### src/rtl/core/unsorted_keyed_list_table_top_macros.svh
// Assertion helpers for the keyed list table.
`ifndef UNSORTED_KEYED_LIST_TABLE_TOP_MACROS_SVH
`define UNSORTED_KEYED_LIST_TABLE_TOP_MACROS_SVH

`ifndef SYNTHESIS
`define UKL_ASSERT_IMPL(label, ante, cons) \
	label: assert property (@(posedge clk) disable iff (!arst_n) (ante) |-> (cons)) \
		else $error("ukl assertion failed");
`define UKL_ASSERT_NEXT(label, ante, cons) \
	label: assert property (@(posedge clk) disable iff (!arst_n) (ante) |=> (cons)) \
		else $error("ukl assertion failed");
`else
`define UKL_ASSERT_IMPL(label, ante, cons)
`define UKL_ASSERT_NEXT(label, ante, cons)
`endif

`endif

### src/rtl/core/ukl_pkg.sv
`timescale 1ns / 1ps

package ukl_pkg;

	localparam int DEPTH        = 64;
	localparam int CNT_W        = $clog2(DEPTH + 1);
	localparam int ENTRY_CNT_W  = 7;
	localparam int KEY_W        = 32;
	localparam int PAY_W        = 32;

	typedef enum logic [1:0] {
		ACT_INSERT = 2'd0,
		ACT_DELETE = 2'd1,
		ACT_SEARCH = 2'd2,
		ACT_CLEAR  = 2'd3
	} action_t;

	// broadcast from the sequencer to every cell
	typedef struct packed {
		logic                    cmp;
		logic                    del;
		logic signed [KEY_W-1:0] key;
		logic [PAY_W-1:0]        payload;
	} cell_ctl_t;

endpackage

### src/rtl/core/ukl_cell.sv
`timescale 1ns / 1ps

module ukl_cell import ukl_pkg::*; (
	input  logic                    clk,
	input  cell_ctl_t               ctl,
	input  logic                    occupied,
	input  logic                    ins_here,
	input  logic                    hit_in,
	output logic                    hit_out,
	output logic                    first,
	input  logic signed [KEY_W-1:0] nxt_key,
	input  logic [PAY_W-1:0]        nxt_pay,
	output logic signed [KEY_W-1:0] key,
	output logic [PAY_W-1:0]        pay,
	output logic [PAY_W-1:0]        sel_pay
);

	logic signed [KEY_W-1:0] key_q;
	logic [PAY_W-1:0]        pay_q;
	logic                    match_q;

	assign hit_out = hit_in | match_q;
	assign first   = match_q & ~hit_in;
	assign sel_pay = first ? pay_q : '0;
	assign key     = key_q;
	assign pay     = pay_q;

	always_ff @(posedge clk) begin
		if (ctl.cmp) begin
			match_q <= occupied && (key_q == ctl.key);
		end
		// at or past the deleted entry: take the neighbor's contents
		if (ctl.del && hit_out) begin
			key_q <= nxt_key;
			pay_q <= nxt_pay;
		end else if (ins_here) begin
			key_q <= ctl.key;
			pay_q <= ctl.payload;
		end
	end

endmodule
### config.mk
export PLATFORM = sky130hd
export DESIGN_NAME = ukl_cell
export DESIGN_NICKNAME = d
export VERILOG_FILES = /design/src/rtl/core/unsorted_keyed_list_table_top_macros.svh /design/src/rtl/core/ukl_pkg.sv /design/src/rtl/core/ukl_cell.sv
export SDC_FILE = /design/constraint.sdc
export NUM_CORES = 1
export LEC_CHECK = 0
export ABC_AREA = 1
export ABC_CLOCK_PERIOD_IN_PS = 2900
export BUFFER_PORTS_ARGS = -buffer_cell sky130_fd_sc_hd__buf_4
export CORE_ASPECT_RATIO = 2
export CORE_MARGIN = 4
export CORE_UTILIZATION = 39
export CTS_CLUSTER_SIZE = 8
export DETAILED_ROUTE_END_ITERATION = 16
export HOLD_SLACK_MARGIN = 0.05
export PLACE_DENSITY = 0.77
export SLEW_MARGIN = 20
export SYNTH_ARGS = -nofsm -noshare
export SYNTH_HDL_FRONTEND = slang
export SYNTH_SLANG_ARGS = --single-unit
### constraint.sdc
create_clock -name clk -period 2.9 [get_ports clk]
set_input_delay 0.58 -clock clk [delete_from_list [all_inputs] [get_ports clk]]
set_output_delay 0.58 -clock clk [all_outputs]
set_load 0.05 [all_outputs]
==> results.py <==
metrics = {
    "worst_setup_path": {
        "cp-end-kind": "primary output",
        "cp_cell_sequence": "inv_1 > nor2_1 > inv_1 > buf_4 > nor2_1 > buf_4",
        "startpoint": "match_q$_DFFE_PP_",
        "worstPathRequired_ns": 2.32,
        "rr_worst_depth": 4,
        "slowest_stage": "edfxtp_1",
        "crit_type": "reg2out",
        "start_kind": "register",
        "r2r-end": "key[5]$_DFFE_PP_",
        "crit_fanout": 32,
        "r2r_setup_slack_ns": 0.99,
        "cp_data_arrival_time_ns": 1.51,
        "reg2reg_from": "match_q$_DFFE_PP_",
        "crit_path_max_incr_delay_ns": 0.37,
    },
    "yosys": {
        "synth_warnings": 0,
        "mappedNetlistNets": 501,
        "synth_top_cell_area_share_pct": 52.0,
        "avgSynthCellArea_um2": 10.2,
        "yosysSeqAreaShare_pct": 52.0,
        "synth_area_um2": 3750,
        "postSynthCellCount": 367,
        "ys_ff_latch": 65,
        "ys_types": 20,
        "yosys-top-cells-area": "edfxtp_1, mux2_4, inv_1",
        "yosys.area.top_type": "edfxtp_1",
    },
    "layout": {
        "num_antenna_cells": 0,
        "fin_cells": 709,
        "drive_gt1_share_pct": 49.1,
        "nFillCells": 805,
        "nets": 736,
        "syn_to_final_growth_pct": 53.8,
        "fin_util_pct": 61.5,
    },
    "floorplan": {
        "io-pin-count": 232,
        "die_h_um": 147,
        "start_util_pct": 40.0,
        "die_area_um2": 11400,
        "die_w_um": 77.4,
        "rows": 50,
        "core_area_um2": 9380,
    },
    "power_and_ir_drop": {
        "power_w": 0.00303,
        "leakagePower_nw": 3.03,
        "power.density_nw_per_um2": 526,
        "peakVddDrop_v": 0.000515,
    },
    "place": {
        "gp_congestion": 0.802,
        "pre_cts_ws_ns": 0.723,
        "io_buffers": 231,
        "dp.final_hpwl_mm": 9.01,
        "dp.cells": 695,
    },
    "hold_path": {
        "hp-class": "in2reg",
        "whs_path_depth": 1,
        "min_to": "match_q$_DFFE_PP_",
        "hp-start": "ctl[65]",
    },
    "clock_network": {
        "clk-insertion-delay-late_ns": 0.31,
        "cts_tree": "yes",
        "clockBufferDepth": 2,
        "cts_inserted_buffers": 9,
        "post_cts_buffers": 0,
        "cts_hold_buf": 0,
        "root_buffer": "clkbuf_16",
        "post_cts_resized": 0,
        "clock_sinks": 65,
        "htree_levels": 3,
        "path_clk_slew_ns": 0.05,
    },
    "timing": {
        "holdWs_ns": 0.460,
        "fin_crit_sh_pct": 72.0,
        "rsz0062_at_grt": "no",
        "finalSetupViolations": 0,
        "finalHoldViolCount": 0,
        "fmax_mhz": 479,
        "finClkSkew_ns": 0.00614,
        "final-max-slew-violation-count": 0,
        "post-route-min-period_ns": 2.09,
        "tightest_slew_ns": 0.841,
        "slew_headroom_pct": 44.0,
        "fin_ws_ns": 0.813,
    },
    "route": {
        "wl_mm": 11.0,
        "via_per_inst": 4.64,
        "drc": 0,
        "drtPass1Iterations": 4,
        "vias": 3293,
        "initialDrtViolationCount": 141,
        "drtAntennaViolNets": 0,
        "routedWlPerCell_um": 15.5,
    },
    "global_route": {
        "grt_max_degree": 65,
        "grt_pass1_wl_mm": 16.6,
        "antenna_found_initial": 0,
        "grt_pass1_vias": 3335,
        "grtUsageTotal_pct": 18.7,
        "overflow": 0,
    },
    "run_status": {
        "status": "finished clean",
    },
    "run": {
        "drv_cap": 0,
    },
}
[through the flow]
stage,TNS [ns],area [um^2]
after global placement,0,5520
after detailed placement,0,5520
after global routing,0,5770
final,0,5770
after CTS,0,5770
after floorplan,-1.83,3750
[how the worst max path moves through the flow]
| stage | slack [ns] | endpoint | cells past startpoint |
|---|---|---|---|
| after floorplan | -0.06 | sel_pay[10] | 4 |
| after global placement | 0.76 | key[29]$_DFFE_PP_ | 5 |
| after detailed placement | 0.72 | key[13]$_DFFE_PP_ | 5 |
| after CTS | 0.79 | sel_pay[26] | 6 |
| after global routing | 0.68 | sel_pay[26] | 6 |
| final | 0.81 | sel_pay[26] | 6 |
[logic make-up after synthesis]
kind of cell | share of synthesized area [%]
xor gates and xnor gates | 2.10
AOI/OAI and AO/OA | 3.60
muxes | 17.0
DFF | 52.0
buffers and inverters | 11.4
and+or+nand+nor | 13.8
[cell usage after synthesis]
library cell	instances
inv_1	75
nor2_1	67
edfxtp_1	65
nand2_1	62
mux2_4	32
a21oi_1	19
mux2_2	14
xnor2_1	6
o21ai_0	5
buf_12	4
buf_6	3
clkbuf_1	3
xor2_1	3
nand3_1	2
o211ai_1	2
buf_4	1
buf_8	1
nand2_4	1
nor3_1	1
or2_4	1
[critical path: cells and delay by family, from the launching register on]
| family | cells | cell delay, ns |
|---|---|---|
| AND/OR/NAND/NOR | 2 | 0.27 |
| buffers and inverters | 4 | 0.55 |
| flip-flops | 1 | 0.37 |
[metal layers]
metal	wire length, um	vias to the layer above	track usage (%)	share of wire [%]
li1	-	1632	-	-
met1	3580	1481	17.1	32
met2	6400	160	37.8	58
met3	776	20	4.54	7.0
met4	266	0	7.40	2.4
met5	0	-	0	0
[flip-flops by register name, indices dropped and copies added (netlist names)]
register	cells
pay	32
key	32
match_q	1
[layout make-up]
class	instances	area (um^2)	share of cell area, %
Timing Repair Buffer	236	1780	30.9
Tap cell	104	130	2.25
Inverter	75	282	4.88
Clock buffer	9	225	3.90
Sequential cell	65	1950	33.8
Clock inverter	5	25.0	0.434
Multi-Input combinational cell	215	1370	23.8
[placed cells by master (no fill, tap or decap), drive strengths merged]
| master | netlist | routed |
|---|---|---|
| buf | 9 | 236 |
| inv | 75 | 75 |
| nor2 | 67 | 67 |
| edfxtp | 65 | 65 |
| nand2 | 63 | 63 |
| mux2 | 46 | 46 |
| a21oi | 19 | 19 |
| clkbuf | 3 | 9 |
| xnor2 | 6 | 6 |
| o21ai | 5 | 5 |
| clkinv | 0 | 4 |
| xor2 | 3 | 3 |
| o211ai | 2 | 2 |
| nand3 | 2 | 2 |
| or2 | 1 | 1 |
| nor3 | 1 | 1 |
| clkinvlp | 0 | 1 |
[power by group]
group | internal, W | leakage, nW | switching [W] | total [W]
combinational | 0.000361 | 2.26 | 0.000554 | 0.000915
clock | 0.000558 | 0.122 | 0.000364 | 0.000922
sequential | 0.00114 | 0.650 | 0.0000540 | 0.00120
total | 0.00206 | 3.03 | 0.000972 | 0.00303
Power figures use the tool's default switching activity.
